==> src/sv/srlp_pkg.sv <==
// Shared constants and types for the SIP request line parser.
package srlp_pkg;

    localparam int unsigned MAX_LINE_DEF = 1024;
    localparam int unsigned NUM_METHODS  = 8;
    localparam int unsigned NAME_MAX     = 8;
    localparam int unsigned FIELD_W      = 10;
    localparam int unsigned CODE_W       = 4;

    // Method codes, in match priority order
    localparam logic [CODE_W-1:0] CODE_INVITE   = 4'd0;
    localparam logic [CODE_W-1:0] CODE_ACK      = 4'd1;
    localparam logic [CODE_W-1:0] CODE_BYE      = 4'd2;
    localparam logic [CODE_W-1:0] CODE_REGISTER = 4'd3;
    localparam logic [CODE_W-1:0] CODE_OPTIONS  = 4'd4;
    localparam logic [CODE_W-1:0] CODE_CANCEL   = 4'd5;
    localparam logic [CODE_W-1:0] CODE_UPDATE   = 4'd6;
    localparam logic [CODE_W-1:0] CODE_PRACK    = 4'd7;
    localparam logic [CODE_W-1:0] CODE_UNKNOWN  = 4'd8;

    localparam logic [7:0] CHAR_SPACE = 8'h20;
    localparam logic [7:0] CHAR_AT    = 8'h40;
    localparam logic [7:0] CHAR_LC_A  = 8'h61;
    localparam logic [7:0] CHAR_LC_Z  = 8'h7A;
    localparam logic [7:0] CASE_FOLD  = 8'h20;

    typedef logic [7:0] t_char;
    typedef logic [NUM_METHODS-1:0] t_mask;

    // Method names, upper case, padded with zero bytes
    localparam t_char METHOD_NAME [NUM_METHODS][NAME_MAX] = '{
        '{"I", "N", "V", "I", "T", "E", 8'h00, 8'h00},
        '{"A", "C", "K", 8'h00, 8'h00, 8'h00, 8'h00, 8'h00},
        '{"B", "Y", "E", 8'h00, 8'h00, 8'h00, 8'h00, 8'h00},
        '{"R", "E", "G", "I", "S", "T", "E", "R"},
        '{"O", "P", "T", "I", "O", "N", "S", 8'h00},
        '{"C", "A", "N", "C", "E", "L", 8'h00, 8'h00},
        '{"U", "P", "D", "A", "T", "E", 8'h00, 8'h00},
        '{"P", "R", "A", "C", "K", 8'h00, 8'h00, 8'h00}
    };

    localparam int unsigned METHOD_LEN [NUM_METHODS] = '{6, 3, 3, 8, 7, 6, 6, 5};

    localparam logic [CODE_W-1:0] METHOD_CODE [NUM_METHODS] = '{
        CODE_INVITE, CODE_ACK, CODE_BYE, CODE_REGISTER,
        CODE_OPTIONS, CODE_CANCEL, CODE_UPDATE, CODE_PRACK
    };

endpackage

==> src/sv/srlp_byte_if.sv <==
// Byte stream channel carrying one request line character per beat.
interface srlp_byte_if;
    logic  valid;
    logic  ready;
    logic [7:0] line_byte;
    logic  last_byte;

    modport source (output valid, output line_byte, output last_byte, input ready);
    modport sink   (input valid, input line_byte, input last_byte, output ready);
endinterface

==> src/sv/srlp_res_if.sv <==
// Result channel carrying one parsed request line summary per beat.
interface srlp_res_if;
    logic  valid;
    logic  ready;
    logic  parsed;
    logic [srlp_pkg::CODE_W-1:0]  method_code;
    logic [srlp_pkg::FIELD_W-1:0] method_length;
    logic [srlp_pkg::FIELD_W-1:0] uri_start;
    logic [srlp_pkg::FIELD_W-1:0] uri_length;
    logic [srlp_pkg::FIELD_W-1:0] host_start;
    logic [srlp_pkg::FIELD_W-1:0] host_length;

    modport source (
        output valid, output parsed, output method_code, output method_length,
        output uri_start, output uri_length, output host_start, output host_length,
        input ready
    );
    modport sink (
        input valid, input parsed, input method_code, input method_length,
        input uri_start, input uri_length, input host_start, input host_length,
        output ready
    );
endinterface

==> src/sv/sip_request_line_parser.sv <==
// Top level of the SIP request line parser: byte register, line state and result register.
//
//  Channel  | Dir | Beat payload                                  | Beat rate
//  ---------+-----+-----------------------------------------------+------------------
//  i_byte   | in  | line_byte, last_byte                          | one per cycle
//  o_res    | out | parsed, method_code, method/uri/host offsets  | one per line
//
// A byte is registered on acceptance and then folded into the line state from the byte register;
// a last byte instead loads the result register as it leaves the byte register, and a new line starts.
// Sustained rate is one byte per cycle; the only stall is a last byte sitting in the byte
// register while the previous result is still held in the result register and not taken.
// Reset (synchronous, active low) empties both registers and starts a new line.
module sip_request_line_parser #(
    parameter int unsigned MAX_LINE = srlp_pkg::MAX_LINE_DEF
) (
    input  logic          i_clk,
    input  logic          i_rst_n,
    srlp_byte_if.sink     i_byte,
    srlp_res_if.source    o_res
);

    localparam int unsigned CNT_W = $clog2(MAX_LINE + 1);
    localparam int unsigned POS_W = $clog2(MAX_LINE);
    localparam int unsigned SUM_W = (CNT_W > srlp_pkg::FIELD_W) ? CNT_W : srlp_pkg::FIELD_W;

    typedef enum logic [1:0] {
        PH_METHOD,
        PH_URI,
        PH_DONE
    } t_phase;

    // Byte register
    logic          r_in_vld;
    srlp_pkg::t_char r_in_byte;
    logic          r_in_last;

    // Line state
    logic [CNT_W-1:0] r_pos,      n_pos;
    t_phase           r_phase,    n_phase;
    srlp_pkg::t_mask  r_mask,     n_mask;
    logic [POS_W-1:0] r_sp1,      n_sp1;
    logic [POS_W-1:0] r_at,       n_at;
    logic             r_at_seen,  n_at_seen;
    logic [POS_W-1:0] r_sp2,      n_sp2;
    logic             r_ovf,      n_ovf;

    // Result register
    logic                                r_out_vld;
    logic                                r_parsed;
    logic [srlp_pkg::CODE_W-1:0]         r_code;
    logic [srlp_pkg::FIELD_W-1:0]        r_mlen, r_ustart, r_ulen, r_hstart, r_hlen;

    logic                                n_parsed;
    logic [srlp_pkg::CODE_W-1:0]         n_code;
    logic [srlp_pkg::FIELD_W-1:0]        n_mlen, n_ustart, n_ulen, n_hstart, n_hlen;

    logic            advance;
    logic            step;
    srlp_pkg::t_char up;
    logic            is_space;
    logic [SUM_W-1:0] sp1_x, sp2_x, at_x;

    // Hold a last byte while the previous result has not been taken
    assign advance = !(r_in_vld && r_in_last) || !r_out_vld || o_res.ready;
    assign step    = r_in_vld && advance;
    assign i_byte.ready = !r_in_vld || advance;

    assign up = ((r_in_byte >= srlp_pkg::CHAR_LC_A) && (r_in_byte <= srlp_pkg::CHAR_LC_Z))
              ? (r_in_byte - srlp_pkg::CASE_FOLD) : r_in_byte;
    assign is_space = (r_in_byte == srlp_pkg::CHAR_SPACE);

    always_comb begin
        n_pos     = r_pos;
        n_phase   = r_phase;
        n_mask    = r_mask;
        n_sp1     = r_sp1;
        n_at      = r_at;
        n_at_seen = r_at_seen;
        n_sp2     = r_sp2;
        n_ovf     = r_ovf;
        if (32'(r_pos) >= MAX_LINE) begin
            // Drop the byte unseen; the line can no longer parse
            n_ovf = 1'b1;
        end else begin
            n_pos = r_pos + CNT_W'(1);
            case (r_phase)
                PH_METHOD: begin
                    if (is_space) begin
                        n_sp1   = r_pos[POS_W-1:0];
                        n_phase = PH_URI;
                        for (int k = 0; k < srlp_pkg::NUM_METHODS; k++) begin
                            if (32'(r_pos) != srlp_pkg::METHOD_LEN[k]) begin
                                n_mask[k] = 1'b0;
                            end
                        end
                    end else begin
                        for (int k = 0; k < srlp_pkg::NUM_METHODS; k++) begin
                            if ((32'(r_pos) >= srlp_pkg::METHOD_LEN[k]) ||
                                (srlp_pkg::METHOD_NAME[k][r_pos[2:0]] != up)) begin
                                n_mask[k] = 1'b0;
                            end
                        end
                    end
                end
                PH_URI: begin
                    if (is_space) begin
                        n_sp2   = r_pos[POS_W-1:0];
                        n_phase = PH_DONE;
                    end else if ((r_in_byte == srlp_pkg::CHAR_AT) && !r_at_seen) begin
                        n_at_seen = 1'b1;
                        n_at      = r_pos[POS_W-1:0];
                    end
                end
                default: begin
                end
            endcase
        end
    end

    assign sp1_x = SUM_W'(n_sp1);
    assign sp2_x = SUM_W'(n_sp2);
    assign at_x  = SUM_W'(n_at);

    // Result from the line state as it stands after this byte
    always_comb begin
        n_parsed = 1'b0;
        n_code   = srlp_pkg::CODE_UNKNOWN;
        n_mlen   = '0;
        n_ustart = '0;
        n_ulen   = '0;
        n_hstart = '0;
        n_hlen   = '0;
        if ((n_phase == PH_DONE) && !n_ovf) begin
            n_parsed = 1'b1;
            for (int k = srlp_pkg::NUM_METHODS - 1; k >= 0; k--) begin
                if (n_mask[k]) begin
                    n_code = srlp_pkg::METHOD_CODE[k];
                end
            end
            n_mlen   = sp1_x[srlp_pkg::FIELD_W-1:0];
            n_ustart = 10'(sp1_x + SUM_W'(1));
            if (n_at_seen) begin
                n_ulen   = 10'(at_x - sp1_x - SUM_W'(1));
                n_hstart = 10'(at_x + SUM_W'(1));
                n_hlen   = 10'(sp2_x - at_x - SUM_W'(1));
            end else begin
                n_ulen   = 10'(sp2_x - sp1_x - SUM_W'(1));
            end
        end
    end

    always_ff @(posedge i_clk) begin
        if (!i_rst_n) begin
            r_in_vld  <= 1'b0;
            r_out_vld <= 1'b0;
            r_pos     <= '0;
            r_phase   <= PH_METHOD;
            r_mask    <= '1;
            r_sp1     <= '0;
            r_at      <= '0;
            r_at_seen <= 1'b0;
            r_sp2     <= '0;
            r_ovf     <= 1'b0;
        end else begin
            if (i_byte.ready) begin
                r_in_vld  <= i_byte.valid;
                r_in_byte <= i_byte.line_byte;
                r_in_last <= i_byte.last_byte;
            end
            if (o_res.ready) begin
                r_out_vld <= 1'b0;
            end
            if (step) begin
                if (r_in_last) begin
                    // Start a new line after the last byte
                    r_pos     <= '0;
                    r_phase   <= PH_METHOD;
                    r_mask    <= '1;
                    r_sp1     <= '0;
                    r_at      <= '0;
                    r_at_seen <= 1'b0;
                    r_sp2     <= '0;
                    r_ovf     <= 1'b0;
                    r_out_vld <= 1'b1;
                    r_parsed  <= n_parsed;
                    r_code    <= n_code;
                    r_mlen    <= n_mlen;
                    r_ustart  <= n_ustart;
                    r_ulen    <= n_ulen;
                    r_hstart  <= n_hstart;
                    r_hlen    <= n_hlen;
                end else begin
                    r_pos     <= n_pos;
                    r_phase   <= n_phase;
                    r_mask    <= n_mask;
                    r_sp1     <= n_sp1;
                    r_at      <= n_at;
                    r_at_seen <= n_at_seen;
                    r_sp2     <= n_sp2;
                    r_ovf     <= n_ovf;
                end
            end
        end
    end

    assign o_res.valid         = r_out_vld;
    assign o_res.parsed        = r_parsed;
    assign o_res.method_code   = r_code;
    assign o_res.method_length = r_mlen;
    assign o_res.uri_start     = r_ustart;
    assign o_res.uri_length    = r_ulen;
    assign o_res.host_start    = r_hstart;
    assign o_res.host_length   = r_hlen;

endmodule

==> src/flat_wrapper.sv <==
// flat-port wrapper written by rule: the top's interface ports become plain ports
module sip_request_line_parser_flat 
#(
    parameter int unsigned MAX_LINE = srlp_pkg::MAX_LINE_DEF
)
  (i_clk, i_rst_n, i_byte_valid, i_byte_line_byte, i_byte_last_byte, i_byte_ready, o_res_valid, o_res_parsed, o_res_method_code, o_res_method_length, o_res_uri_start, o_res_uri_length, o_res_host_start, o_res_host_length, o_res_ready);
  srlp_byte_if i_byte_i ();
  srlp_res_if o_res_i ();
  input  logic i_clk;
  input  logic i_rst_n;
  input wire logic [$bits(i_byte_i.valid)-1:0] i_byte_valid;
  input wire logic [$bits(i_byte_i.line_byte)-1:0] i_byte_line_byte;
  input wire logic [$bits(i_byte_i.last_byte)-1:0] i_byte_last_byte;
  output wire logic [$bits(i_byte_i.ready)-1:0] i_byte_ready;
  output wire logic [$bits(o_res_i.valid)-1:0] o_res_valid;
  output wire logic [$bits(o_res_i.parsed)-1:0] o_res_parsed;
  output wire logic [$bits(o_res_i.method_code)-1:0] o_res_method_code;
  output wire logic [$bits(o_res_i.method_length)-1:0] o_res_method_length;
  output wire logic [$bits(o_res_i.uri_start)-1:0] o_res_uri_start;
  output wire logic [$bits(o_res_i.uri_length)-1:0] o_res_uri_length;
  output wire logic [$bits(o_res_i.host_start)-1:0] o_res_host_start;
  output wire logic [$bits(o_res_i.host_length)-1:0] o_res_host_length;
  input wire logic [$bits(o_res_i.ready)-1:0] o_res_ready;
  assign i_byte_i.valid = i_byte_valid;
  assign i_byte_i.line_byte = i_byte_line_byte;
  assign i_byte_i.last_byte = i_byte_last_byte;
  assign i_byte_ready = i_byte_i.ready;
  assign o_res_valid = o_res_i.valid;
  assign o_res_parsed = o_res_i.parsed;
  assign o_res_method_code = o_res_i.method_code;
  assign o_res_method_length = o_res_i.method_length;
  assign o_res_uri_start = o_res_i.uri_start;
  assign o_res_uri_length = o_res_i.uri_length;
  assign o_res_host_start = o_res_i.host_start;
  assign o_res_host_length = o_res_i.host_length;
  assign o_res_i.ready = o_res_ready;
  sip_request_line_parser #(.MAX_LINE(MAX_LINE)) u_core (.i_clk(i_clk), .i_rst_n(i_rst_n), .i_byte(i_byte_i), .o_res(o_res_i));
endmodule
==> config.mk <==
export PLATFORM = sky130hd
export DESIGN_NAME = sip_request_line_parser_flat
export DESIGN_NICKNAME = d
export VERILOG_FILES = /design/src/sv/srlp_pkg.sv /design/src/sv/srlp_byte_if.sv /design/src/sv/srlp_res_if.sv /design/src/sv/sip_request_line_parser.sv /design/src/flat_wrapper.sv
export SDC_FILE = /design/constraint.sdc
export NUM_CORES = 1
export LEC_CHECK = 0
export ABC_CLOCK_PERIOD_IN_PS = 4300
export BUFFER_PORTS_ARGS = -buffer_cell sky130_fd_sc_hd__buf_2
export CAP_MARGIN = 30
export CORE_ASPECT_RATIO = 1.1
export CORE_MARGIN = 2
export CORE_UTILIZATION = 50
export CTS_CLUSTER_DIAMETER = 80
export CTS_CLUSTER_SIZE = 28
export DETAILED_ROUTE_END_ITERATION = 7
export MAX_ROUTING_LAYER = met4
export PLACE_DENSITY = 0.69
export SLEW_MARGIN = 0
export SYNTH_ARGS = -nofsm -noshare
export SYNTH_HDL_FRONTEND = slang
export SYNTH_SLANG_ARGS = --single-unit
==> constraint.sdc <==
create_clock -name i_clk -period 4.3 [get_ports i_clk]
set_input_delay 0.43 -clock i_clk [delete_from_list [all_inputs] [get_ports i_clk]]
set_output_delay 0.43 -clock i_clk [all_outputs]
set_load 0.02 [all_outputs]
* Word level (Yosys, flattened, before mapping)
Memories as Yosys holds them, arrays and structs flattened.
Cells that the tools add are included.
** Operators by class
- Add/sub/neg operators :: 10
- Magnitude comparators :: 9
- Equality and inequality tests :: 18
- Multiplexer cells :: 77
- Bitwise gates (word level) :: 2
- Reductions and logical operators :: 29
** Operator list (number)
- 8-bit two-way mux :: 21
- 10-bit two-way mux :: 14
- 8-bit inequality test :: 8
- 11-bit by 3-bit >= comparator with 1-bit output, second input constant :: 3
- 11-bit by 3-bit inequality test with 1-bit output, second input constant :: 3
- 4-bit two-way mux :: 8
- 10-bit by 1-bit subtractor with 10-bit output, second input constant :: 3
- 10-bit subtractor :: 3
- 1-bit two-way mux :: 27
- 11-bit two-way mux :: 2
- 10-bit by 1-bit adder with 10-bit output, second input constant :: 2
- 11-bit by 1-bit adder with 11-bit output, second input constant :: 1
- 11-bit >= comparator, second input constant :: 1
- 11-bit by 2-bit >= comparator with 1-bit output, second input constant :: 1
- 11-bit by 4-bit >= comparator with 1-bit output, second input constant :: 1
- 1-bit logical OR :: 11
- 11-bit by 2-bit inequality test with 1-bit output, second input constant :: 1
- 11-bit by 4-bit inequality test with 1-bit output, second input constant :: 1
- 8-bit by 6-bit equality test with 1-bit output, second input constant :: 1
- 8-bit by 7-bit equality test with 1-bit output, second input constant :: 1
- 8-bit by 7-bit >= comparator with 1-bit output, second input constant :: 1
- 8-bit by 7-bit <= comparator with 1-bit output, second input constant :: 1
- 2-bit two-way mux :: 4
- 8-bit by 6-bit subtractor with 8-bit output, second input constant :: 1
- other kinds (15) :: 25
** Storage, ports and cells
- Flip-flop bits (word level) :: 119
- Memory bits (read-only) :: 512
- Input bits :: 13
- Output and inout bits :: 57
- Word-level logic and storage cells :: 175
- Memories kept :: 8
** Memory list
- (name not given) :: depth 8, width 8, read ports 1, clocked after Yosys merged registers in 0, write ports 0, RTL line sip_request_line_parser.sv:99 : (srlp_pkg::METHOD_NAME[k][r_pos[2:0]] != up)) begin
- (name not given) :: depth 8, width 8, read ports 1, clocked after Yosys merged registers in 0, write ports 0, RTL line sip_request_line_parser.sv:99
- (name not given) :: depth 8, width 8, read ports 1, clocked after Yosys merged registers in 0, write ports 0, RTL line sip_request_line_parser.sv:99
- (name not given) :: depth 8, width 8, read ports 1, clocked after Yosys merged registers in 0, write ports 0, RTL line sip_request_line_parser.sv:99
- (name not given) :: depth 8, width 8, read ports 1, clocked after Yosys merged registers in 0, write ports 0, RTL line sip_request_line_parser.sv:99
- (name not given) :: depth 8, width 8, read ports 1, clocked after Yosys merged registers in 0, write ports 0, RTL line sip_request_line_parser.sv:99
- +2 memories

* Longest topological paths before layout
Gate-level depths: netlist of run 1.
- Depth after elaboration :: 18
- Depth in mapped cells :: 17
- Gate-level depth less buffers :: 16

* Worst setup path before layout of run 1
No wires, ideal clock.
- Kind :: reg-to-reg
- Start :: register u_core.r_in_byte[6]
- End :: register u_core.r_ulen (netlist bit u_core.o_res.uri_length[8]), data pin
- Library setup time :: 0.266 ns
- Arrival :: 3.532 ns
- Data required time :: 4.034 ns
- Setup slack :: 0.502 ns
- Stages on the path, launching flop included :: 17
- Path buffers :: 1
- Period minus slack after synthesis :: 3.798 ns
- Cell sequence :: edfxtp_1 > inv_2 > ha_1 > or4_4 > nor4_2 > buf_6 > mux2_4 > ha_1 > fa_1 > a21o_1 > a21oi_1 > o21ai_0 > a21oi_1 > o21ai_0 > xor2_1 > mux2i_1 > nor2_1
** Between the ends
- Word-level cells in the longest chain between the ends :: 9
- Elaborated cells on any way between the ends :: 28
- Classes of those cells :: add/sub (4); eq/ne (3); mux (19); reduce/logical (2)
** Ends and longest elaborated chain
- from (decl) :: RTL line sip_request_line_parser.sv:34 : srlp_pkg::t_char r_in_byte;
- from (signal assigned) :: RTL line sip_request_line_parser.sv:167 : r_in_byte <= i_byte.line_byte;
- 8-bit by 7-bit equality test with 1-bit output :: RTL line sip_request_line_parser.sv:109 : end else if ((r_in_byte == srlp_pkg::CHAR_AT) && !r_at_seen) begin
- 1-bit logical AND :: RTL line sip_request_line_parser.sv:109
- 10-bit two-way mux :: RTL line sip_request_line_parser.sv:109
- 10-bit two-way mux :: RTL line sip_request_line_parser.sv:106 : if (is_space) begin
- 10-bit two-way mux :: RTL line sip_request_line_parser.sv:86 : case (r_phase)
- 10-bit two-way mux :: RTL line sip_request_line_parser.sv:81 : if (32'(r_pos) >= MAX_LINE) begin
- 10-bit subtractor :: RTL line sip_request_line_parser.sv:143 : n_ulen = 10'(at_x - sp1_x - SUM_W'(1));
- 10-bit by 1-bit subtractor with 10-bit output :: RTL line sip_request_line_parser.sv:143
- 10-bit two-way mux :: RTL line sip_request_line_parser.sv:142 : if (n_at_seen) begin
- to (signal assigned) :: RTL line sip_request_line_parser.sv:189 : r_ulen <= n_ulen;
- to (decl) :: RTL line sip_request_line_parser.sv:51 : logic [srlp_pkg::FIELD_W-1:0] r_mlen, r_ustart, r_ulen, r_hstart, r_hlen;
Parallel ways exist; a longest one is shown, timed or not.
A chain may end at the register's enable or synchronous reset.

* Worst setup path after layout of run 1
- Start :: register u_core.r_in_byte[7]
- End :: register u_core.r_ulen (netlist bit u_core.o_res.uri_length[8]), data pin
Same word-level chain as after synthesis.

==> results.cfg, run 1 <==
[worst_setup_path]
path_max_fanout = 6
slowest_delay_ps = 540
cp-start-kind = register
cp_num_cells = 13
crit_arrival_ps = 4200
path_class = register to register
slowest_stage = edfxtp_1
reg2reg_depth = 13
critPathBufInv = 1
cp-end-kind = register
cp_top_family = simple AND/OR/NAND/NOR gates
cp.required_ps = 4470
path_cells = nor4_2 > nand4_1 > buf_4 > mux2i_1 > ha_1 > a21o_1 > a21oi_1 > o21bai_1 > a21oi_1 > o21ai_0 > xor2_1 > mux2i_1 > nor2_1

[cts]
cts_hold_buf = 0
insertion_delay_ps = 420
cts_setup_buffers = 0
htree_levels = 4
cts_root_buf = clkbuf_16
cts_tree = built
cts_made_buffers = 17
path_clk_slew_ps = 60
clock_path_buffers = 2
numClockSinks = 119
cts.repair.resized = 0

[floorplanning]
start_util = 0.515
die_area_um2 = 15900
core_area_um2 = 14500
fp.dieW_um = 121
io_pins = 70
die_y_um = 132
fp-row-count = 46

[run]
drv_cap = 0

[run_status]
outcome = finished clean

[synthesis]
synth_edf_count = 64
synthesis.area_um2 = 7460
synth_cells = 817
synth_ff_type = edfxtp_1
ys_types = 74
seq_area_frac_synth = 0.405
async_flop_share = 0
synth_warnings = 0
synth_seq_cells = 119
syn_nets = 874
avgSynthCellArea_um2 = 9.14

[cells_and_area]
diodes = 0
fin_cells = 1105
drive_above_1_share = 0.191
syn_to_final_growth_pct = 17.5
fin_nets = 957

[timing]
hold_violations = 0
relSlewSlack = 0.337
drv_slew = 0
rsz0062_at_grt = false
final.period_utilization = 0.937
tns_ps = 0
max_freq_mhz = 248
fin_skew_ps = 10.8
tightest_slew_ps = 992
setup_violations = 0
period_minus_slack_ps = 4030

[grt]
gr-usage-met2 = 0.408
grt_max_degree = 42
track_usage = 0.263
busiest_layer = met2
grt-ovfl-total = 0
grt_util_met1 = 0.352
grt_pass1_vias = 5993
antenna_found_initial = 0
grt_use_met3 = 0.0489
grt_pass1_wl_mm = 32.1

[power_and_ir_drop]
p_seq_frac = 0.435
p_comb_frac = 0.059
max-vdd-ir-drop_uv = 213
power.share.clock = 0.506
p_leak_nw = 3.53
p_int_w = 0.00215
power.switching_w = 0.000667
switching_share = 0.237
cellPowerDensity_nw_per_um2 = 321

[drt]
ant_nets = 0
routed_wl_mm = 20.0
first_pass_iters = 6
drtIter0Drc = 612
vias = 6454
drc = 0
wire_per_inst_um = 18.1
via_per_inst = 5.84

[min_path]
holdPathStages = 1
hold_class = primary input to register

[place]
io_buffer_count = 69
dp_cells = 1072
dp_hpwl_mm = 14.8
gp_congestion = 0.935
synthesized netlist by cell type, types with 4 or more instances:
library cell  number  area [um2]
nor2_1           126         473
nand2_1           72         270
edfxtp_1          64        1920
a21oi_1           55         275
dfxtp_1           55        1100
ha_1              41         513
xnor2_1           37         324
clkbuf_1          30         113
xor2_1            27         236
nand3_1           24         120
inv_1             23        86.3
o21ai_0           23         115
mux2i_1           22         220
nor3_1            22         110
a22oi_1           21         158
a21o_1            11        82.6
buf_2              8        40.0
o21ai_1            8        40.0
and2_1             7        43.8
and3_1             7        43.8
nand4_1            7        43.8
o211ai_1           7        52.6
o22ai_1            7        43.8
buf_1              5        18.8
inv_2              5        18.8
mux2_4             5        75.1
nand4b_1           5        43.8
nor4_1             5        31.3
a211oi_1           4        30.0
a31oi_1            4        25.0
nand2b_1           4        25.0
nor2b_1            4        25.0
nor3b_1            4        30.0
nor4_2             4        50.1
o2111ai_1          4        35.0
or3_1              4        25.0
or4_4              4        45.0
metal layers:
metal  up-vias  wire, um
li1       3092         -
met1      3069      8930
met2       268      9410
met3        25      1340
met4         0       314
met5         -         0
cell usage in the layout, fill, tap and decap left out, types with 7 or more instances in the layout:
master / netlist / layout
nor2_1: 126 / 125
buf_2: 8 / 69
clkbuf_16: 0 / 20
nand3_1: 24 / 24
buf_4: 1 / 41
o21ai_1: 8 / 8
xnor2_1: 37 / 37
dfxtp_1: 55 / 55
and3_1: 7 / 7
o22ai_1: 7 / 7
ha_1: 41 / 41
inv_1: 23 / 23
o211ai_1: 7 / 7
xor2_1: 27 / 27
mux2i_1: 22 / 22
nand2_1: 72 / 72
a21o_1: 11 / 11
o21ai_0: 23 / 23
nand4_1: 7 / 7
a21oi_1: 55 / 55
and2_1: 7 / 7
edfxtp_1: 64 / 64
a22oi_1: 21 / 21
nor3_1: 22 / 22
power groups by stage:
stage          Sequential [W]  Combinational (W)  Clock (W)
2_1_floorplan         0.00125           0.000106          0
3_3_place_gp          0.00125           0.000162          0
3_5_place_dp          0.00125           0.000163          0
4_1_cts               0.00122           0.000164    0.00144
5_1_grt               0.00122           0.000181    0.00149
6_report              0.00122           0.000166    0.00142
cell families after synthesis:
| logic type | Yosys count | share of synthesized area |
|---|---|---|
| AOI/OAI and AO/OA | 173 | 0.155 |
| and+or+nand+nor | 314 | 0.207 |
| xor gates and xnor gates | 64 | 0.0751 |
| DFF | 119 | 0.405 |
| muxes | 27 | 0.0396 |
| adders and majority gates | 44 | 0.0768 |
| buffers and inverters | 76 | 0.0421 |
final timing paths:
kind	from	slack [ps]	to
hold / removal	i_byte_last_byte	180	u_core.r_in_last
setup / recovery	u_core.r_in_byte[7]	270	u_core.o_res.uri_length[8]
hold reg to reg	u_core.r_sp1[0]	460	u_core.r_sp1[0]
setup reg to reg	u_core.r_in_byte[7]	270	u_core.o_res.uri_length[8]
flip-flops by register name, indices dropped and copies added (netlist names), 2 cells and up:
register                    cells
u_core.r_pos                   11
u_core.o_res.host_length       10
u_core.o_res.host_start        10
u_core.o_res.method_length     10
u_core.o_res.uri_length        10
u_core.o_res.uri_start         10
u_core.r_at                    10
u_core.r_sp1                   10
u_core.r_sp2                   10
u_core.r_in_byte                8
u_core.r_mask                   8
u_core.o_res.method_code        4
u_core.r_phase                  2
metrics by stage:
stage          setup WS (ps)  total power [W]   util  area [um2]  hold WS (ps)
3_3_place_gp             317          0.00141  0.562        8160           441
4_1_cts                  240          0.00283  0.604        8760           174
5_1_grt                 35.2          0.00290  0.605        8770           169
3_5_place_dp             244          0.00141  0.562        8160           450
6_report                 270          0.00281  0.605        8770           183
2_1_floorplan            502          0.00136      -        7460           431
layout make-up:
type	count	area [um2]
Clock inverter	9	75.1
Fill cell	1289	5730
Sequential cell	119	3020
Multi-Input combinational cell	622	4140
Inverter	30	113
Tap cell	192	240
Clock buffer	23	532
Timing Repair Buffer	110	653
(Power assumes the default switching activity.)
==> run 2, diff against run 1 <==
--- a/config.mk
+++ b/config.mk
@@ -7,15 +7,14 @@
 export LEC_CHECK = 0
 export ABC_CLOCK_PERIOD_IN_PS = 4300
 export BUFFER_PORTS_ARGS = -buffer_cell sky130_fd_sc_hd__buf_2
-export CAP_MARGIN = 30
+export CAP_MARGIN = 20
 export CORE_ASPECT_RATIO = 1.1
 export CORE_MARGIN = 2
-export CORE_UTILIZATION = 50
+export CORE_UTILIZATION = 40
 export CTS_CLUSTER_DIAMETER = 80
 export CTS_CLUSTER_SIZE = 28
 export DETAILED_ROUTE_END_ITERATION = 7
 export MAX_ROUTING_LAYER = met4
-export PLACE_DENSITY = 0.69
 export SLEW_MARGIN = 0
 export SYNTH_ARGS = -nofsm -noshare
 export SYNTH_HDL_FRONTEND = slang
==> run 2 against run 1 <==
Utilization decreased by 12 points. Clock-buffer cell count shrank 4. Combinational power is essentially flat. Setup slack better by 12 ps. Via count is 2.3% lower. First-iteration DRC count is 26% lower. Critical path type unchanged. Largest cell class unchanged. Highest routed layer unchanged.
==> results.cfg, run 2 (same netlist as run 1, synthesis figures left out) <==
[run_status]
outcome = finished clean

[drt]
first_pass_iters = 5
via_per_inst = 5.46
routed_wl_mm = 19.8
drtIter0Drc = 450
ant_nets = 0
drc = 0
wire_per_inst_um = 17.2
vias = 6303

[worst_setup_path]
cp-end-kind = register
r2r_start = u_core.r_in_byte[5]
path_cells = ha_1 > or4_4 > nor4_2 > buf_4 > mux2_4 > inv_1 > ha_1 > a21o_1 > a21oi_2 > o21bai_1 > a2111oi_1 > nor3_1 > a31oi_1 > xnor2_1 > nor2_1
path_class = register to register
slowest_delay_ps = 440
cp-start-kind = register
startpoint = u_core.r_in_byte[5]
cp.required_ps = 4440
path_common_cell = ha_1
crit_arrival_ps = 4160
slowest_stage = or4_4
path_max_fanout = 8
reg2reg_depth = 15

[grt]
grt_pass1_wl_mm = 31.9
grt-ovfl-total = 0
grt_max_degree = 42
grt_pass1_vias = 5930
track_usage = 0.214
antenna_found_initial = 0

[floorplanning]
die_y_um = 147
io_pins = 70
fp-row-count = 52
fp.dieW_um = 134
start_util = 0.407
core_area_um2 = 18300
die_area_um2 = 19800

[cts]
cts_tree = built
clock_path_buffers = 2
path_clk_slew_ps = 60
cts_made_buffers = 17
cts_root_buf = clkbuf_16
htree_levels = 4
numClockSinks = 119
insertion_delay_ps = 430

[timing]
setup_violations = 0
max_freq_mhz = 249
final.period_utilization = 0.934
drv_slew = 0
tns_ps = 0
whs_ps = 176
rsz0062_at_grt = false
period_minus_slack_ps = 4020
relSlewSlack = 0.421
hold_violations = 0
fin_skew_ps = 8.57
tightest_slew_ps = 862
fin_ws_ps = 282

[power_and_ir_drop]
switching_share = 0.226
cellPowerDensity_nw_per_um2 = 326
p_seq_frac = 0.423
power.switching_w = 0.000652
p_int_w = 0.00223
p_comb_frac = 0.058
p_leak_nw = 3.52
power.share.clock = 0.519
max-vdd-ir-drop_uv = 279

[min_path]
min_from = i_byte_last_byte
hold_class = primary input to register
holdPathStages = 1

[cells_and_area]
drive_above_1_share = 0.190
mostFrequentLayoutCells = nor2_1 (125), nand2_1 (72), buf_2 (69)
syn_to_final_growth_pct = 18.4
multi_input_area_um2 = 4140
largest_reg_flops = 11
top_register = u_core.r_pos
final_common_cell = nor2_1
regArea_um2 = 3020
fin_nets = 956
diodes = 0
n_fill_cell = 1763

[place]
dp_hpwl_mm = 14.2
gp_congestion = 0.920
dp_worst_setup_slack_ps = 125
io_buffer_count = 69

[run]
drv_cap = 0
[run 2: cell count changes in the layout (fill, tap and decap cells not counted), sizes merged]
cell / change
clkinvlp: +2
inv: -3
clkbuf: -4
clkinv: +1
bufinv: +4
buf: -1
[run 2: power by group through the flow]
stage               logic (W)  clock network, W  registers (W)
finish               0.000167           0.00149        0.00122
global route         0.000183           0.00157        0.00122
CTS                  0.000165           0.00152        0.00122
detailed placement   0.000164                 0        0.00124
global placement     0.000164                 0        0.00125
floorplan            0.000106                 0        0.00125
[run 2: critical path, delay by kind of cell, from the launching register on]
kind	cells	cell delay [ps]
fa+ha+maj	2	530
buf+inv	2	320
xor+xnor	1	160
compound gates	5	1130
simple gates	4	810
flops	1	420
mux	1	370
[run 2: what timing repair did]
action                                  4_1_cts  5_1_grt
resized for setup                             0        3
hold buffers                                  0        0
buffers inserted                              0        6
endpoints found under the setup margin        0        3
[run 2: final cells by class]
| class | instances | share of cell area |
|---|---|---|
| timing repair buffer | 109 | 0.0730 |
| clock buffer | 19 | 0.0490 |
| tap | 243 | 0.0344 |
| multi-input combinational | 622 | 0.469 |
| inverter | 30 | 0.0127 |
| sequential | 119 | 0.342 |
| clock inverter | 13 | 0.0202 |
[run 2: path summary, 6_finish.rpt]
| kind | slack [ps] | end |
|---|---|---|
| worst min register to register | 460 | u_core.r_at[4] |
| worst min-delay path | 180 | u_core.r_in_last |
| worst max-delay path | 280 | u_core.o_res.host_length[9] |
| worst max register to register | 280 | u_core.o_res.host_length[9] |
[run 2: stage by stage]
| step | cell area (um2) | power, W | utilization | instances |
|---|---|---|---|---|
| finish | 8840 | 0.00288 | 0.482 | 1155 |
| global route | 8840 | 0.00298 | 0.482 | 1155 |
| CTS | 8790 | 0.00291 | 0.479 | 1149 |
| detailed placement | 8180 | 0.00141 | 0.446 | 1117 |
| global placement | 8180 | 0.00141 | 0.446 | 1117 |
| floorplan | 7460 | 0.00136 | - | 817 |
[run 2: per-layer routing]
| metal | wire length [um] | GRT usage |
|---|---|---|
| met5 | 0 | - |
| met4 | 561 | 0.0789 |
| met3 | 1010 | 0.0418 |
| met2 | 9210 | 0.325 |
| met1 | 9060 | 0.283 |
